File: config.mk
export PLATFORM = sky130hd
export DESIGN_NAME = single_wire_led_pulse_encoder
export DESIGN_NICKNAME = d
export VERILOG_FILES = /design/src/design/swlpe_pkg.sv /design/src/design/swlpe_csr.sv /design/src/design/swlpe_core.sv /design/src/design/swlpe_rsp_buf.sv /design/src/design/single_wire_led_pulse_encoder.sv
export SDC_FILE = /design/constraint.sdc
export NUM_CORES = 1
export LEC_CHECK = 0
export BUFFER_PORTS_ARGS = -buffer_cell sky130_fd_sc_hd__buf_2
export CORE_AREA = 3 3 117 119
export CTS_BUF_LIST = sky130_fd_sc_hd__clkbuf_2 sky130_fd_sc_hd__clkbuf_4 sky130_fd_sc_hd__clkbuf_8
export CTS_CLUSTER_SIZE = 12
export DETAILED_ROUTE_END_ITERATION = 8
export DIE_AREA = 0 0 120 122
export PLACE_DENSITY = 0.72
export RECOVER_POWER = 50
export SETUP_SLACK_MARGIN = 0.05
export SYNTH_ARGS = -nofsm -noshare
export SYNTH_HDL_FRONTEND = slang
export SYNTH_SLANG_ARGS = --single-unit
File: constraint.sdc
create_clock -name clock -period 4.35 [get_ports clock]
set_input_delay 0.435 -clock clock [delete_from_list [all_inputs] [get_ports clock]]
set_output_delay 0.435 -clock clock [all_outputs]
set_load 0.01 [all_outputs]
File: src/design/swlpe_pkg.sv
// shared types, codes and reset values for the single-wire led pulse encoder
// no dependencies; used by every module of the block
package swlpe_pkg;

   localparam int unsigned TICK_W  = 16;
   localparam int unsigned CSR_IDX_W = 3;

   typedef logic [TICK_W-1:0] tick_type;

   typedef enum logic [1:0] {
      KIND_TICK  = 2'd0,
      KIND_BYTE  = 2'd1,
      KIND_LATCH = 2'd2
   } kind_type;

   localparam logic [CSR_IDX_W-1:0] CSR_ONE_HIGH  = 3'd0;
   localparam logic [CSR_IDX_W-1:0] CSR_ONE_LOW   = 3'd1;
   localparam logic [CSR_IDX_W-1:0] CSR_ZERO_HIGH = 3'd2;
   localparam logic [CSR_IDX_W-1:0] CSR_ZERO_LOW  = 3'd3;
   localparam logic [CSR_IDX_W-1:0] CSR_LATCH     = 3'd4;

   localparam tick_type RST_ONE_HIGH  = 16'd43;
   localparam tick_type RST_ONE_LOW   = 16'd13;
   localparam tick_type RST_ZERO_HIGH = 16'd20;
   localparam tick_type RST_ZERO_LOW  = 16'd30;
   localparam tick_type RST_LATCH     = 16'd3000;

   typedef struct packed {
      tick_type one_high;
      tick_type one_low;
      tick_type zero_high;
      tick_type zero_low;
      tick_type latch;
   } cfg_type;

   typedef struct packed {
      logic right_level;
      logic left_level;
      logic busy_res;
      logic accepted;
   } rsp_type;

endpackage

File: src/design/swlpe_csr.sv
// timing configuration registers, written through the plain csr write port
// depends on swlpe_pkg
module swlpe_csr (
   input  logic                            clock,
   input  logic                            reset,
   input  logic                            csr_wr_en,
   input  logic [swlpe_pkg::CSR_IDX_W-1:0] csr_index,
   input  swlpe_pkg::tick_type             csr_wr_data,
   output swlpe_pkg::cfg_type              cfg
);

   swlpe_pkg::cfg_type cfg_ff;
   swlpe_pkg::cfg_type cfg_in;

   always_comb begin
      cfg_in = cfg_ff;
      if (csr_wr_en) begin
         case (csr_index)
            swlpe_pkg::CSR_ONE_HIGH:  cfg_in.one_high  = csr_wr_data;
            swlpe_pkg::CSR_ONE_LOW:   cfg_in.one_low   = csr_wr_data;
            swlpe_pkg::CSR_ZERO_HIGH: cfg_in.zero_high = csr_wr_data;
            swlpe_pkg::CSR_ZERO_LOW:  cfg_in.zero_low  = csr_wr_data;
            swlpe_pkg::CSR_LATCH:     cfg_in.latch     = csr_wr_data;
            default: ;
         endcase
      end
   end

   always_ff @(posedge clock) begin
      if (reset) begin
         cfg_ff.one_high  <= swlpe_pkg::RST_ONE_HIGH;
         cfg_ff.one_low   <= swlpe_pkg::RST_ONE_LOW;
         cfg_ff.zero_high <= swlpe_pkg::RST_ZERO_HIGH;
         cfg_ff.zero_low  <= swlpe_pkg::RST_ZERO_LOW;
         cfg_ff.latch     <= swlpe_pkg::RST_LATCH;
      end else begin
         cfg_ff <= cfg_in;
      end
   end

   assign cfg = cfg_ff;

endmodule

File: src/design/swlpe_core.sv
// bit sequencer: shift byte, bit index, phase timer and line levels, one step per request
// depends on swlpe_pkg
module swlpe_core (
   input  logic                clock,
   input  logic                reset,
   input  logic                step,
   input  logic [1:0]          kind,
   input  logic [7:0]          data_byte,
   input  logic                line_select,
   input  logic                end_of_frame,
   input  swlpe_pkg::cfg_type  cfg,
   output swlpe_pkg::rsp_type  result
);

   logic [7:0]          shift_ff, shift_in;
   logic [2:0]          index_ff, index_in;
   logic                high_ff, high_in;
   swlpe_pkg::tick_type timer_ff, timer_in;
   logic                active_ff, active_in;
   logic                in_latch_ff, in_latch_in;
   logic                pending_ff, pending_in;
   logic                line_ff, line_in;
   logic [1:0]          levels_ff, levels_in;
   logic                taken;
   logic                cur_bit;
   logic                nxt_bit;
   logic [2:0]          index_inc;

   assign index_inc = index_ff + 3'd1;
   assign cur_bit   = shift_ff[index_ff];
   assign nxt_bit   = shift_ff[index_inc];

   always_comb begin
      shift_in    = shift_ff;
      index_in    = index_ff;
      high_in     = high_ff;
      timer_in    = timer_ff;
      active_in   = active_ff;
      in_latch_in = in_latch_ff;
      pending_in  = pending_ff;
      line_in     = line_ff;
      levels_in   = levels_ff;
      taken       = 1'b0;
      if (step) begin
         case (swlpe_pkg::kind_type'(kind))
            swlpe_pkg::KIND_TICK: begin
               if (active_ff) begin
                  if (timer_ff > 16'd1) begin
                     timer_in = timer_ff - 16'd1;
                  end else if (in_latch_ff) begin
                     in_latch_in = 1'b0;
                     active_in   = 1'b0;
                     timer_in    = '0;
                     levels_in   = 2'b00;
                  end else if (high_ff) begin
                     high_in   = 1'b0;
                     timer_in  = cur_bit ? cfg.one_low : cfg.zero_low;
                     levels_in = 2'b00;
                  end else if (index_ff == 3'd7) begin
                     if (pending_ff) begin
                        in_latch_in = 1'b1;
                        pending_in  = 1'b0;
                        high_in     = 1'b0;
                        active_in   = 1'b1;
                        timer_in    = cfg.latch;
                        levels_in   = 2'b00;
                     end else begin
                        active_in = 1'b0;
                        timer_in  = '0;
                        levels_in = 2'b00;
                     end
                  end else begin
                     index_in  = index_inc;
                     high_in   = 1'b1;
                     timer_in  = nxt_bit ? cfg.one_high : cfg.zero_high;
                     levels_in = line_ff ? 2'b10 : 2'b01;
                  end
               end
            end
            swlpe_pkg::KIND_BYTE: begin
               if (!active_ff) begin
                  shift_in    = data_byte;
                  line_in     = line_select;
                  pending_in  = end_of_frame;
                  index_in    = 3'd0;
                  in_latch_in = 1'b0;
                  active_in   = 1'b1;
                  high_in     = 1'b1;
                  timer_in    = data_byte[0] ? cfg.one_high : cfg.zero_high;
                  levels_in   = line_select ? 2'b10 : 2'b01;
                  taken       = 1'b1;
               end
            end
            swlpe_pkg::KIND_LATCH: begin
               if (!active_ff) begin
                  in_latch_in = 1'b1;
                  pending_in  = 1'b0;
                  high_in     = 1'b0;
                  active_in   = 1'b1;
                  timer_in    = cfg.latch;
                  levels_in   = 2'b00;
                  taken       = 1'b1;
               end
            end
            default: ;
         endcase
      end
   end

   always_ff @(posedge clock) begin
      if (reset) begin
         shift_ff    <= '0;
         index_ff    <= '0;
         high_ff     <= 1'b0;
         timer_ff    <= '0;
         active_ff   <= 1'b0;
         in_latch_ff <= 1'b0;
         pending_ff  <= 1'b0;
         line_ff     <= 1'b0;
         levels_ff   <= 2'b00;
      end else begin
         shift_ff    <= shift_in;
         index_ff    <= index_in;
         high_ff     <= high_in;
         timer_ff    <= timer_in;
         active_ff   <= active_in;
         in_latch_ff <= in_latch_in;
         pending_ff  <= pending_in;
         line_ff     <= line_in;
         levels_ff   <= levels_in;
      end
   end

   assign result.right_level = levels_in[0];
   assign result.left_level  = levels_in[1];
   assign result.busy_res    = active_in;
   assign result.accepted    = taken;

endmodule

File: src/design/swlpe_rsp_buf.sv
// two-entry response buffer: output register plus skid register
// depends on swlpe_pkg
module swlpe_rsp_buf (
   input  logic               clock,
   input  logic               reset,
   input  logic               push,
   input  swlpe_pkg::rsp_type push_data,
   output logic               room,
   output logic               out_valid,
   input  logic               out_ready,
   output swlpe_pkg::rsp_type out_data
);

   logic               main_valid_ff, main_valid_in;
   logic               skid_valid_ff, skid_valid_in;
   swlpe_pkg::rsp_type main_ff, main_in;
   swlpe_pkg::rsp_type skid_ff, skid_in;
   logic               pop;

   assign pop  = main_valid_ff & out_ready;
   assign room = !skid_valid_ff;

   always_comb begin
      main_valid_in = main_valid_ff;
      skid_valid_in = skid_valid_ff;
      main_in       = main_ff;
      skid_in       = skid_ff;
      if (pop) begin
         if (skid_valid_ff) begin
            main_in       = skid_ff;
            skid_valid_in = 1'b0;
         end else begin
            main_in       = push_data;
            main_valid_in = push;
         end
      end else if (push) begin
         if (!main_valid_ff) begin
            main_in       = push_data;
            main_valid_in = 1'b1;
         end else begin
            skid_in       = push_data;
            skid_valid_in = 1'b1;
         end
      end
   end

   always_ff @(posedge clock) begin
      if (reset) begin
         main_valid_ff <= 1'b0;
         skid_valid_ff <= 1'b0;
      end else begin
         main_valid_ff <= main_valid_in;
         skid_valid_ff <= skid_valid_in;
      end
      main_ff <= main_in;
      skid_ff <= skid_in;
   end

   assign out_valid = main_valid_ff;
   assign out_data  = main_ff;

endmodule

File: src/design/single_wire_led_pulse_encoder.sv
// top level of the two-line single-wire led pulse encoder
// depends on swlpe_pkg, swlpe_csr, swlpe_core and swlpe_rsp_buf
//
// A request is taken when req_valid and req_ready are high and gives exactly one response,
// registered and shown on rsp_valid the cycle after acceptance unless an older one still waits.
// Tick requests stand for time: each advances the current high, low or latch phase by one count.
// One request is taken per cycle while req_ready is high; a two-entry response buffer holds up
// to two responses while rsp_ready is low, and req_ready drops only when both are full. The user
// must write timing registers via the csr port only while no request is outstanding; unenforced.
module single_wire_led_pulse_encoder (
   input  logic                            clock,
   input  logic                            reset,
   input  logic                            req_valid,
   output logic                            req_ready,
   input  logic [1:0]                      req_kind,
   input  logic [7:0]                      req_data_byte,
   input  logic                            req_line_select,
   input  logic                            req_end_of_frame,
   output logic                            rsp_valid,
   input  logic                            rsp_ready,
   output logic                            rsp_right_level,
   output logic                            rsp_left_level,
   output logic                            rsp_busy_res,
   output logic                            rsp_accepted,
   input  logic                            csr_wr_en,
   input  logic [swlpe_pkg::CSR_IDX_W-1:0] csr_index,
   input  logic [15:0]                     csr_wr_data
);

   swlpe_pkg::cfg_type cfg;
   swlpe_pkg::rsp_type step_rsp;
   swlpe_pkg::rsp_type out_rsp;
   logic               req_fire;

   assign req_fire = req_valid & req_ready;

   swlpe_csr u_csr (
      .clock       (clock),
      .reset       (reset),
      .csr_wr_en   (csr_wr_en),
      .csr_index   (csr_index),
      .csr_wr_data (csr_wr_data),
      .cfg         (cfg)
   );

   swlpe_core u_core (
      .clock        (clock),
      .reset        (reset),
      .step         (req_fire),
      .kind         (req_kind),
      .data_byte    (req_data_byte),
      .line_select  (req_line_select),
      .end_of_frame (req_end_of_frame),
      .cfg          (cfg),
      .result       (step_rsp)
   );

   swlpe_rsp_buf u_rsp_buf (
      .clock     (clock),
      .reset     (reset),
      .push      (req_fire),
      .push_data (step_rsp),
      .room      (req_ready),
      .out_valid (rsp_valid),
      .out_ready (rsp_ready),
      .out_data  (out_rsp)
   );

   assign rsp_right_level = out_rsp.right_level;
   assign rsp_left_level  = out_rsp.left_level;
   assign rsp_busy_res    = out_rsp.busy_res;
   assign rsp_accepted    = out_rsp.accepted;

`ifndef SYNTHESIS
   a_full_implies_valid: assert property (@(posedge clock) disable iff (reset)
      !req_ready |-> rsp_valid)
      else $error("request side stalled with no response pending");

   a_accept_implies_busy: assert property (@(posedge clock) disable iff (reset)
      (rsp_valid && rsp_accepted) |-> rsp_busy_res)
      else $error("accepted request without busy");

   a_one_line_high: assert property (@(posedge clock) disable iff (reset)
      rsp_valid |-> !(rsp_right_level && rsp_left_level))
      else $error("both data lines high");

   a_high_implies_busy: assert property (@(posedge clock) disable iff (reset)
      (rsp_valid && (rsp_right_level || rsp_left_level)) |-> rsp_busy_res)
      else $error("data line high while idle");
`endif

endmodule
* Yosys cells after proc, flatten, opt, wreduce, memory -nomap -nowiden *
Cells that the tools add are included.
Widths: inputs -> output; s select.

storage, ports and cells
  register bits = 124
  input port bits = 36
  output and inout bits = 6

operators by class
  $add $sub $neg = 2
  magnitude comparators = 3
  equality and inequality tests = 17
  muxes and demuxes = 73
  bitwise operators = 4
  reduce and logical (&&, ||, !) cells = 23

operators by type and width
  operator               number
  $mux 16                11
  $pmux 16 s3            1
  $mux 1                 33
  $mux 2                 10
  $mux 3                 6
  $gt 16x1->1 const B    1
  $mux 4                 4
  $ne 2x2->1 const B     8
  $reduce_and 2->1       8
  $sub 16x1->16 const B  1
  $pmux 1 s3             3
  $reduce_and 9->1       1
  $lt 3x4->1 const B     2
  $reduce_and 8->1       1
  $reduce_and 7->1       1
  $bmux 1 s3             2
  $eq 3x2->1 const B     2
  $eq 3x3->1 const B     2
  $pmux 2 s3             1
  $pmux 3 s2             1
  $reduce_and 3->1       2
  $reduce_and 6->1       1
  $reduce_and 5->1       1
  $ne 2x1->1 const B     2
  13 further kinds       17

* Longest topological paths before layout *
Gate-level depths: netlist of the first run.

  depth after elaboration = 11
  mapped depth = 9
  gate-level depth less buffers = 8

* Cells and area by module *
Synthesis of the first run repeated with hierarchy kept, for this count alone.

unflattened totals
  cell total of the unflattened synthesis = 726
  area, all modules = 6,819.0 um^2

by module, submodules not included
  module                         times used  cells each  area an instance (um^2)  seq. area each (um^2)
  swlpe_core                     1           404         3,220.6                  680.7
  swlpe_csr                      1           298         3,210.6                  1,601.5
  swlpe_rsp_buf                  1           23          381.6                    280.3
  single_wire_led_pulse_encoder  1           1           6.3                      0.0

* Worst setup path after synthesis of the first run *
OpenSTA, ideal clock, no wires.

  kind = reg-to-reg
  start = reg u_core.index_ff[1]
  end = reg u_core.timer_ff[8]
  library setup time = 0.121 ns
  data arrival time = 2.388 ns
  slack = 1.841 ns
  cell stages (with the launch flop) = 10
  buffers on the path = 1
  path through = dfxtp_1 -> ha_1 -> ha_1 -> mux4_2 -> mux2i_4 -> buf_12 -> mux2i_1 -> nor2_1 -> a211oi_1 -> o2bb2ai_1

between the ends
  cells in the longest elaborated chain, start to end = 10

RTL lines
  element                       RTL line           source
  start, declared               swlpe_core.sv:16   logic [2:0] index_ff, index_in;
  start signal, assigned        swlpe_core.sv:123  index_ff <= index_in;
  $add 3x1->3                   swlpe_core.sv:29   assign index_inc = index_ff + 3'd1;
  $bmux 1 s3                    swlpe_core.sv:31   assign nxt_bit = shift_ff[index_inc];
  $mux 1 (not written as such)  swlpe_core.sv:31
  $mux 16                       swlpe_core.sv:75   timer_in = nxt_bit ? cfg.one_high : cfg.zero_high;
  $mux 16                       swlpe_core.sv:59   end else if (index_ff == 3'd7) begin
  $mux 16 *                     swlpe_core.sv:55   end else if (high_ff) begin
  $mux 16 *                     swlpe_core.sv:50   end else if (in_latch_ff) begin
  $mux 16 *                     swlpe_core.sv:48   if (timer_ff > 16'd1) begin
  $mux 16 *                     swlpe_core.sv:47   if (active_ff) begin
  $pmux 16 s3 *                 swlpe_core.sv:45   case (swlpe_pkg::kind_type'(kind))
  end signal, assigned          swlpe_core.sv:125  timer_ff <= timer_in;
  end, declared                 swlpe_core.sv:18   swlpe_pkg::tick_type timer_ff, timer_in;

Every way passes the cells marked *; elsewhere a longest branch is shown, timed or not. The select of a mux whose other input is x is not followed.
A chain may end at the register's enable or synchronous reset.

* Worst setup path after layout of the first run *
  start = reg u_core.index_ff[0]
  end = reg u_core.timer_ff[3]

Same word-level chain as after synthesis.

==> out/qor.csv, run 1 <==
stage,metric,value,unit
cells_and_area,share of cells above drive strength 1,11.3,%
floorplan,Starting Density,50.2,%
run_status,outcome,"complete, but fails checks",
logic_synthesis,Cell variety after synth,59,
routing,# DRC,0,
worst_setup_path,CP Class,reg2reg,
floorplan,DIE WIDTH,120,um
grt,antenna violations before repair,0,
floorplan,Die Y,122,um
grt,pin count of the biggest net entering global routing,67,
worst_setup_path,startpoint types,flop,
min_path,worst hold path class,in2reg,
timing,maximum clock rate,313,MHz
floorplan,core area,0.0127,mm2
worst_setup_path,CP required,4680,ps
place,HPWL after detailed placement,11500,um
clock_tree,Post-CTS Hold Buffers,0,
grt,first-pass GRT wire length,28000,um
timing,final setup violation count,0,
timing,Sum Neg Setup Slack,0,ps
routing,post-route ant nets,0,
worst_setup_path,CP Capture Type,flop,
clock_tree,clock sink count,124,
clock_tree,CTS resizes,0,
worst_setup_path,worst r2r path cells,8,
place,Final Wtd Congestion,0.843,
power_and_ir_drop,Switch Pwr,770,uW
timing,RSZ-0062 raised after global routing,false,
logic_synthesis,Yosys reg bits,124,
cells_and_area,Final Util,55.3,%
power_and_ir_drop,clock power share,40.2,%
grt,GRT overflow,0,
routing,final WL,17200,um
grt,total global-route track usage,23.9,%
clock_tree,"Clk Latency, worst-skew pair",450,ps
clock_tree,CTS tree,built,
floorplan,I/O pins,42,
logic_synthesis,synthesized net count,843,
worst_setup_path,end of the critical path,u_core.timer_ff[3],
clock_tree,total CTS buffers,17,
logic_synthesis,async set-or-reset flop fraction in the synthesized netlist,0,%
grt,vias in the first global route,5721,
worst_setup_path,worst reg2reg startpoint,u_core.index_ff[0],
worst_setup_path,Worst Setup SP,u_core.index_ff[0],
run_status,failing checks,"capacitance limit, slew limit",
power_and_ir_drop,Switching Fraction,27.8,%
flow_run,max-cap violation count,1,
logic_synthesis,Synth Cell Area,0.00636,mm2
floorplan,die area,0.0146,mm2
cells_and_area,Layout area overhead,10.3,%
worst_setup_path,worst reg2reg path endpoint,u_core.timer_ff[3],
power_and_ir_drop,P_leak,0.00278,uW
clock_tree,depth of the CTS H-tree,4,
routing,Vias/cell,5.90,
routing,Iter 0 DRT Violations,387,
routing,detailed-router iteration count before antenna repair,7,
logic_synthesis,Ys Warns,0,
place,dpl cell area,0.00659,mm2
power_and_ir_drop,part of the power in registers,44.8,%
place,port buffer count,41,
power_and_ir_drop,combinational share of power,15.1,%
timing,post-layout min period,3200,ps
clock_tree,# Post-CTS Setup Buffers,0,
cells_and_area,final cell area excluding filler cells,0.00701,mm2
timing,Worst Max-Slew Pin Slew,2220,ps
timing,slew margin rel.,-47.7,%
cells_and_area,n_diodes,0,
routing,DR vias,5886,
timing,period utilization,73.5,%
power_and_ir_drop,worst vdd ir,0.235,mV
clock_tree,Root Buffer,clkbuf_8,
power_and_ir_drop,P per Cell Area,395,mW/mm2
min_path,Hold Path Depth,3,
cells_and_area,fillers,1170,
clock_tree,clk buf depth,2,
worst_setup_path,maximum fanout along the worst path,16,
logic_synthesis,cells after synthesis,799,
timing,fin. max-slew vios,46,
routing,routed len/inst,17.2,um
logic_synthesis,syn avg cell area,7.96,um2
clock_tree,clock transition at the registers of the reported paths,70,ps
worst_setup_path,"Data arrival, critical path",3530,ps
timing,Worst Skew,10.5,ps
logic_synthesis,Post-synth EDFFs,8,
logic_synthesis,sequential area share after synthesis,40.3,%
timing,"Hold Vio Cnt, Final",0,
logic_synthesis,ys flop type,dfxtp_1,
floorplan,Rows,41,
worst_setup_path,R2R Setup Slk,1150,ps
cells_and_area,# nets final,856,
power_and_ir_drop,cell-internal power,2000,uW
-- Yosys cell counts (3+ instances only) --
master    instances  area (um2)
or2_2             3        18.8
mux4_2            4        90.1
a21oi_1         105         526
xnor2_1           3        26.3
buf_1             3        11.3
nor3_1            4        20.0
o211ai_1         14         105
nand4_1           5        31.3
nor3b_1           5        37.5
o21ai_0           8        40.0
and3_1            3        18.8
a211oi_1          6        45.0
and2_1            6        37.5
nor4_1            4        25.0
a311oi_1          3        26.3
a211oi_2          6        75.1
xor2_1            8        70.1
mux2_2            3        33.8
nor2_1           36         135
mux2i_1          49         490
a221oi_1          4        35.0
nand3_1          28         140
inv_1            12        45.0
nand2_1         227         852
ha_1              8         100
nand3b_1         12        90.1
o31ai_1           5        37.5
dfxtp_1         116        2320
clkbuf_1         45         169
o21ai_1          18        90.1
nor2b_1           4        25.0
edfxtp_1          8         240
-- per-stage QoR --
| stage | instances | hold slack, ps | setup slack (ps) | total power [uW] |
|---|---|---|---|---|
| floorplan | 799 | 436 | 1840 | 1560 |
| global placement | 965 | 442 | 1360 | 1660 |
| detailed placement | 965 | 447 | 1200 | 1680 |
| CTS | 997 | 205 | 1160 | 2780 |
| global route | 997 | 220 | 978 | 2880 |
| finish | 997 | 224 | 1150 | 2770 |
-- cell usage in the layout (no fill, tap or decap), types with 3 or more instances in the layout --
| cell | count |
|---|---|
| a211oi_1 | 6 |
| a211oi_2 | 6 |
| a21oi_1 | 105 |
| a221oi_1 | 4 |
| a311oi_1 | 3 |
| and2_1 | 5 |
| and3_1 | 3 |
| buf_2 | 32 |
| buf_4 | 5 |
| bufinv_16 | 4 |
| clkbuf_1 | 9 |
| clkbuf_8 | 19 |
| clkinv_2 | 5 |
| dfxtp_1 | 116 |
| edfxtp_1 | 8 |
| ha_1 | 8 |
| inv_1 | 12 |
| mux2_2 | 3 |
| mux2i_1 | 49 |
| mux4_2 | 4 |
| nand2_1 | 227 |
| nand3_1 | 28 |
| nand3b_1 | 12 |
| nand4_1 | 5 |
| nor2_1 | 36 |
| nor2b_1 | 4 |
| nor3_1 | 4 |
| nor3b_1 | 5 |
| nor4_1 | 4 |
| o211ai_1 | 14 |
| o21ai_0 | 8 |
| o21ai_1 | 18 |
| o31ai_1 | 5 |
| xnor2_1 | 3 |
| xor2_1 | 8 |
-- worst min path at each step --
stage	start	endpoint	slack, ps
finish	req_data_byte[6]	u_core.shift_ff[6]	220
detailed placement	u_csr.cfg[52]	u_csr.cfg[52]	450
global placement	u_csr.cfg[22]	u_csr.cfg[22]	440
global route	req_data_byte[7]	u_core.shift_ff[7]	220
CTS	req_data_byte[3]	u_core.shift_ff[3]	210
floorplan	u_csr.cfg[49]	u_csr.cfg[49]	440
-- registers in the layout, indices dropped and copies added, names as in the netlist --
register	flops
u_core.active_ff	1
u_core.high_ff	1
u_core.in_latch_ff	1
u_core.index_ff	3
u_core.levels_ff	2
u_core.line_ff	1
u_core.pending_ff	1
u_core.shift_ff	8
u_core.timer_ff	16
u_csr.cfg	80
u_rsp_buf.out_data	4
u_rsp_buf.out_valid	1
u_rsp_buf.skid_ff	4
u_rsp_buf.skid_valid_ff	1
-- area by class of cell --
class	instances	area [um2]	area share (%)
Sequential cell	124	2560	36.6
Clock inverter	12	169	2.41
Inverter	12	45.0	0.643
Multi-Input combinational cell	610	3510	50.1
Clock buffer	20	269	3.84
Timing Repair Buffer	47	236	3.37
Tap cell	172	215	3.07
-- logic make-up (layout without fill, tap and decap cells) --
logic type | Yosys count | count (layout) | share of synthesized area, %
buffers and inverters | 65 | 91 | 4.41
adders and majority gates | 8 | 8 | 1.57
DFF | 124 | 124 | 40.3
muxes | 58 | 58 | 10.4
xor gates and xnor gates | 11 | 11 | 1.52
AOI/OAI and AO/OA | 188 | 188 | 17.9
and+or+nand+nor | 345 | 345 | 23.9
-- worst max-delay path: stages (launching register included) --
cell and delay [ps]:
dfxtp_1 420, ha_1 260, ha_1 360, mux4_2 550, mux2i_4 750, mux2i_1 170
o21ai_1 150, nand3_1 90, a311oi_1 320
-- power by group through the flow --
stage / combinational, uW / sequential, uW / clock, uW
finish: 417 / 1240 / 1110
global route: 462 / 1250 / 1170
detailed placement: 410 / 1260 / 0
global placement: 400 / 1260 / 0
CTS: 414 / 1240 / 1130
floorplan: 303 / 1250 / 0
-- layer usage --
metal  track usage, %  part of all wire (%)  vias to the layer above
met2             39.7                    48                      218
li1                 -                     -                     2809
met3             4.64                   5.6                       41
met5                0                     0                        -
met4             11.5                   2.5                        0
met1             30.0                    44                     2818
No activity file was read; power rests on OpenSTA's default activity.
==> inputs of run 2 (changes only) <==
Clock period 4.35 ns to 3.1 ns, I/O delays scaled along.
==> out/qor.csv, run 2 (synthesis results as in run 1) <==
stage,metric,value,unit
cells_and_area,Layout area overhead,11.3,%
min_path,Hold Path Depth,3,
routing,detailed-router iteration count before antenna repair,5,
cells_and_area,n_diodes,0,
cells_and_area,Final Util,55.8,%
timing,period utilization,87.2,%
timing,Worst Skew,10.0,ps
timing,RSZ-0062 raised after global routing,false,
timing,maximum clock rate,370,MHz
timing,"Hold Vio Cnt, Final",0,
clock_tree,clock sink count,124,
run_status,outcome,finished clean,
power_and_ir_drop,total design power,3840,uW
clock_tree,Post-CTS Hold Buffers,0,
routing,# DRC,0,
floorplan,Starting Density,50.2,%
worst_setup_path,CP Capture Type,flop,
routing,final WL,17300,um
power_and_ir_drop,P per Cell Area,542,mW/mm2
flow_run,max-cap violation count,0,
worst_setup_path,CP required,3450,ps
timing,post-layout min period,2700,ps
grt,antenna violations before repair,0,
grt,GRT overflow,0,
routing,Vias/cell,5.85,
clock_tree,clk buf depth,2,
timing,final setup violation count,0,
power_and_ir_drop,P_leak,0.00281,uW
cells_and_area,"most common cell after layout, fill and taps aside",nand2_1,
power_and_ir_drop,worst vdd ir,0.325,mV
clock_tree,Root Buffer,clkbuf_8,
cells_and_area,share of cells above drive strength 1,12.2,%
floorplan,Rows,41,
grt,vias in the first global route,5715,
worst_setup_path,startpoint types,flop,
clock_tree,total CTS buffers,17,
cells_and_area,# nets final,865,
place,HPWL after detailed placement,11700,um
floorplan,core area,0.0127,mm2
clock_tree,clock transition at the registers of the reported paths,70,ps
cells_and_area,most frequent cells in the layout,"227 x nand2_1, 116 x dfxtp_1, 105 x a21oi_1",
floorplan,I/O pins,42,
timing,slew margin rel.,12.1,%
floorplan,DIE WIDTH,120,um
timing,Sum Neg Setup Slack,0,ps
floorplan,Die Y,122,um
worst_setup_path,maximum fanout along the worst path,8,
worst_setup_path,R2R Setup Slk,400,ps
worst_setup_path,worst r2r path cells,9,
worst_setup_path,"Data arrival, critical path",3050,ps
routing,routed len/inst,17.2,um
routing,post-route ant nets,0,
clock_tree,CTS resizes,0,
timing,fin. max-slew vios,0,
min_path,worst hold path class,in2reg,
cells_and_area,fillers,1147,
place,port buffer count,41,
clock_tree,CTS tree,built,
clock_tree,# Post-CTS Setup Buffers,0,
cells_and_area,max FFs per register,80,
routing,Iter 0 DRT Violations,518,
clock_tree,depth of the CTS H-tree,4,
timing,Worst Max-Slew Pin Slew,1320,ps
clock_tree,"Clk Latency, worst-skew pair",460,ps
place,total placed cells including tap cells,974,
routing,DR vias,5888,
place,Final Wtd Congestion,0.856,
cells_and_area,final std cells w/o fill,1006,
grt,total global-route track usage,24.5,%
grt,pin count of the biggest net entering global routing,65,
floorplan,die area,0.0146,mm2
grt,first-pass GRT wire length,28500,um
worst_setup_path,CP Class,reg2reg,
==> run 2: cell count changes in the layout (fill, tap and decap cells not counted) <==
cell,delta
buf_12,+1
clkinv_2,-2
inv_4,+1
clkbuf_8,-1
bufinv_16,-1
clkinvlp_4,+1
clkinv_4,+2
clkbuf_2,-1
clkbuf_4,-1
inv_6,+1
buf_4,+9
==> run 2: area by class of cell <==
type                    count  area, um2  area share [%]
clock inverters            14        169            2.39
multi-input cells         610       3510            49.7
inverters                  12       45.0           0.637
flip-flops and latches    124       2560            36.2
clock buffers              18        248            3.50
well taps                 172        215            3.04
repair buffers             56        319            4.51
==> run 2: worst paths after layout <==
| path | startpoint | to |
|---|---|---|
| max reg2reg | u_core.index_ff[0] | u_core.timer_ff[3] |
| min reg2reg | u_csr.cfg[52] | u_csr.cfg[52] |
| max | u_core.index_ff[0] | u_core.timer_ff[3] |
| min | req_data_byte[4] | u_core.shift_ff[4] |
==> run 2: routing by layer <==
layer | vias up | GRT usage (%) | part of all wire (%)
met1 | 2741 | 31.4 | 42
met2 | 278 | 39.4 | 47
met3 | 45 | 5.90 | 7.9
met4 | 0 | 11.0 | 2.8
li1 | 2824 | - | -
met5 | - | 0 | 0
==> run 2: metrics by stage <==
step	area, um2	setup WS (ps)	hold WS (ps)
2_1_floorplan	6360	591	410
3_3_place_gp	6670	538	442
3_5_place_dp	6670	435	448
4_1_cts	7090	414	75.2
5_1_grt	7070	244	87.8
6_report	7070	398	93.6
==> run 2: where the power goes <==
part           leakage [uW]  total (uW)  internal, uW  switching (uW)
Sequential          0.00102        1740          1680            63.7
Clock              0.000205        1490           816             677
Combinational       0.00158         603           226             377
Total               0.00281        3840          2720            1120
==> run 2: worst max-delay path, cell delays in order (launching register included) <==
cell and delay [ps]:
dfxtp_1 420, ha_1 260, ha_1 340, mux4_2 550, mux2i_4 160, buf_4 240
mux2i_1 100, o21ai_1 120, nand3_1 90, a311oi_1 320
==> inputs of run 3 (changes only) <==
Settings changed: REMOVE_ABC_BUFFERS from default to 1, SKIP_CTS_REPAIR_TIMING from default to 1.
==> out/qor.csv, run 3 (synthesis results as in run 1) <==
stage,metric,value,unit
cells_and_area,most frequent cells in the layout,"227 x nand2_1, 116 x dfxtp_1, 105 x a21oi_1",
clock_tree,clock transition at the registers of the reported paths,80,ps
timing,RSZ-0062 raised after global routing,false,
floorplan,Die Y,122,um
clock_tree,Root Buffer,clkbuf_8,
worst_setup_path,CP Capture Type,flop,
clock_tree,"Clk Latency, worst-skew pair",470,ps
grt,total global-route track usage,24.1,%
cells_and_area,n_diodes,0,
place,HPWL after detailed placement,11200,um
power_and_ir_drop,Switching Fraction,27.3,%
cells_and_area,"most common cell after layout, fill and taps aside",nand2_1,
min_path,worst hold path class,in2reg,
worst_setup_path,end of the critical path,u_core.timer_ff[8],
power_and_ir_drop,P_leak,0.00284,uW
timing,maximum clock rate,372,MHz
worst_setup_path,worst reg2reg startpoint,u_core.index_ff[0],
worst_setup_path,worst path bufs/invs,1,
worst_setup_path,maximum fanout along the worst path,16,
routing,routed len/inst,16.9,um
flow_run,max-cap violation count,0,
clock_tree,CTS tree,built,
cells_and_area,fillers,1186,
timing,final setup violation count,0,
timing,"Hold Vio Cnt, Final",0,
routing,Vias/cell,5.86,
worst_setup_path,CP required,3470,ps
worst_setup_path,Worst Setup SP,u_core.index_ff[0],
routing,Iter 0 DRT Violations,470,
power_and_ir_drop,part of the power in registers,43.2,%
worst_setup_path,crit-path max cell delay,550,ps
worst_setup_path,worst r2r path cells,9,
worst_setup_path,worst reg2reg path endpoint,u_core.timer_ff[8],
timing,fin worst setup slack,412,ps
worst_setup_path,crit path cell chain,"ha_1, ha_1, mux4_2, mux2i_4, buf_12, mux2i_1, nor2_1, a211oi_1, o2bb2ai_1",
timing,period utilization,86.7,%
worst_setup_path,startpoint types,flop,
worst_setup_path,number of cells on the critical path,9,
floorplan,I/O pins,42,
power_and_ir_drop,P per Cell Area,564,mW/mm2
cells_and_area,# nets final,863,
cells_and_area,max FFs per register,80,
power_and_ir_drop,combinational share of power,14.6,%
floorplan,Starting Density,50.2,%
timing,post-layout min period,2690,ps
timing,Worst Max-Slew Pin Slew,1210,ps
worst_setup_path,CP Class,reg2reg,
floorplan,die area,0.0146,mm2
power_and_ir_drop,cell-internal power,2930,uW
power_and_ir_drop,worst vdd ir,0.464,mV
grt,first-pass GRT wire length,28200,um
place,Final Wtd Congestion,0.867,
clock_tree,depth of the CTS H-tree,4,
timing,Sum Neg Setup Slack,0,ps
worst_setup_path,CP top delay family,multiplexers,
floorplan,DIE WIDTH,120,um
routing,# DRC,0,
routing,post-route ant nets,0,
power_and_ir_drop,total design power,4020,uW
routing,detailed-router iteration count before antenna repair,5,
worst_setup_path,CP dominant cell by count,ha_1,
timing,fin. max-slew vios,0,
cells_and_area,share of cells above drive strength 1,12.2,%
clock_tree,clk buf depth,2,
place,port buffer count,41,
floorplan,Rows,41,
power_and_ir_drop,Switch Pwr,1100,uW
timing,slew margin rel.,19.0,%
grt,GRT overflow,0,
place,Worst Setup Slack post-DPL,411,ps
clock_tree,total CTS buffers,17,
grt,vias in the first global route,5738,
timing,Worst Skew,13.0,ps
floorplan,core area,0.0127,mm2
cells_and_area,Layout area overhead,12.1,%
run_status,outcome,finished clean,
worst_setup_path,R2R Setup Slk,410,ps
cells_and_area,Final Util,56.3,%
routing,final WL,16900,um
worst_setup_path,CP max stage cell,mux4_2,
routing,DR vias,5878,
clock_tree,clock sink count,124,
power_and_ir_drop,clock power share,42.2,%
worst_setup_path,"Data arrival, critical path",3050,ps
grt,antenna violations before repair,0,
grt,pin count of the biggest net entering global routing,61,
## run 3: cell types whose count changed in the layout (fill, tap and decap cells not counted)
| cell | delta |
|---|---|
| clkbuf_1 | -3 |
| clkbuf_4 | +1 |
| bufinv_16 | +2 |
| or2_0 | +1 |
| clkinv_2 | -2 |
| buf_4 | -2 |
| clkinvlp_4 | -2 |
| clkinv_4 | -1 |
| buf_2 | +2 |
| or2_2 | -1 |
| clkbuf_8 | +2 |
| inv_6 | -1 |
| buf_12 | +1 |
## run 3: layout make-up
cell class | instances | area, um2 | share of cell area, %
Clock buffer | 21 | 283 | 3.97
Clock inverter | 10 | 186 | 2.62
Inverter | 12 | 45.0 | 0.632
Multi-Input combinational cell | 610 | 3510 | 49.3
Sequential cell | 124 | 2560 | 35.9
Tap cell | 172 | 215 | 3.02
Timing Repair Buffer | 54 | 323 | 4.53
## run 3: metrics by stage
step / hold slack (ps) / cell area, um2 / instances
floorplan: 379 / 6120 / 746
global placement: 441 / 6670 / 972
detailed placement: 446 / 6670 / 972
CTS: 55.6 / 7140 / 1003
global route: 72.4 / 7130 / 1003
finish: 78.0 / 7130 / 1003
## run 3: how the worst min path moves through the flow
stage | cells past startpoint | from | endpoint | slack [ps]
3_3_place_gp | 2 | u_csr.cfg[63] | u_csr.cfg[63] | 440
3_5_place_dp | 2 | u_csr.cfg[21] | u_csr.cfg[21] | 450
4_1_cts | 3 | req_data_byte[4] | u_core.shift_ff[4] | 60
6_report | 3 | req_data_byte[2] | u_core.shift_ff[2] | 80
2_1_floorplan | 1 | reset | u_core.line_ff | 380
5_1_grt | 3 | req_data_byte[4] | u_core.shift_ff[4] | 70
## run 3: power groups by stage
stage                     clock, uW  combinational [uW]  sequential (uW)
after floorplan                   0                 376             1770
after global routing           1790                 654             1750
after global placement            0                 563             1770
after detailed placement          0                 580             1770
after CTS                      1720                 584             1740
final                          1700                 588             1740
## run 3: worst register-to-register path: stages (launching register included)
cell,delay [ps]
dfxtp_1,420
ha_1,250
ha_1,340
mux4_2,550
mux2i_4,190
buf_12,210
mux2i_1,240
nor2_1,60
a211oi_1,230
o2bb2ai_1,100
## run 3: metal layers
layer	vias up	part of all wire [%]	GRT usage [%]	wire length, um
li1	2827	-	-	-
met1	2797	43	30.4	7290
met2	220	47	39.6	7980
met3	34	7.4	6.04	1250
met4	0	2.3	10.1	384
met5	-	0	0	0
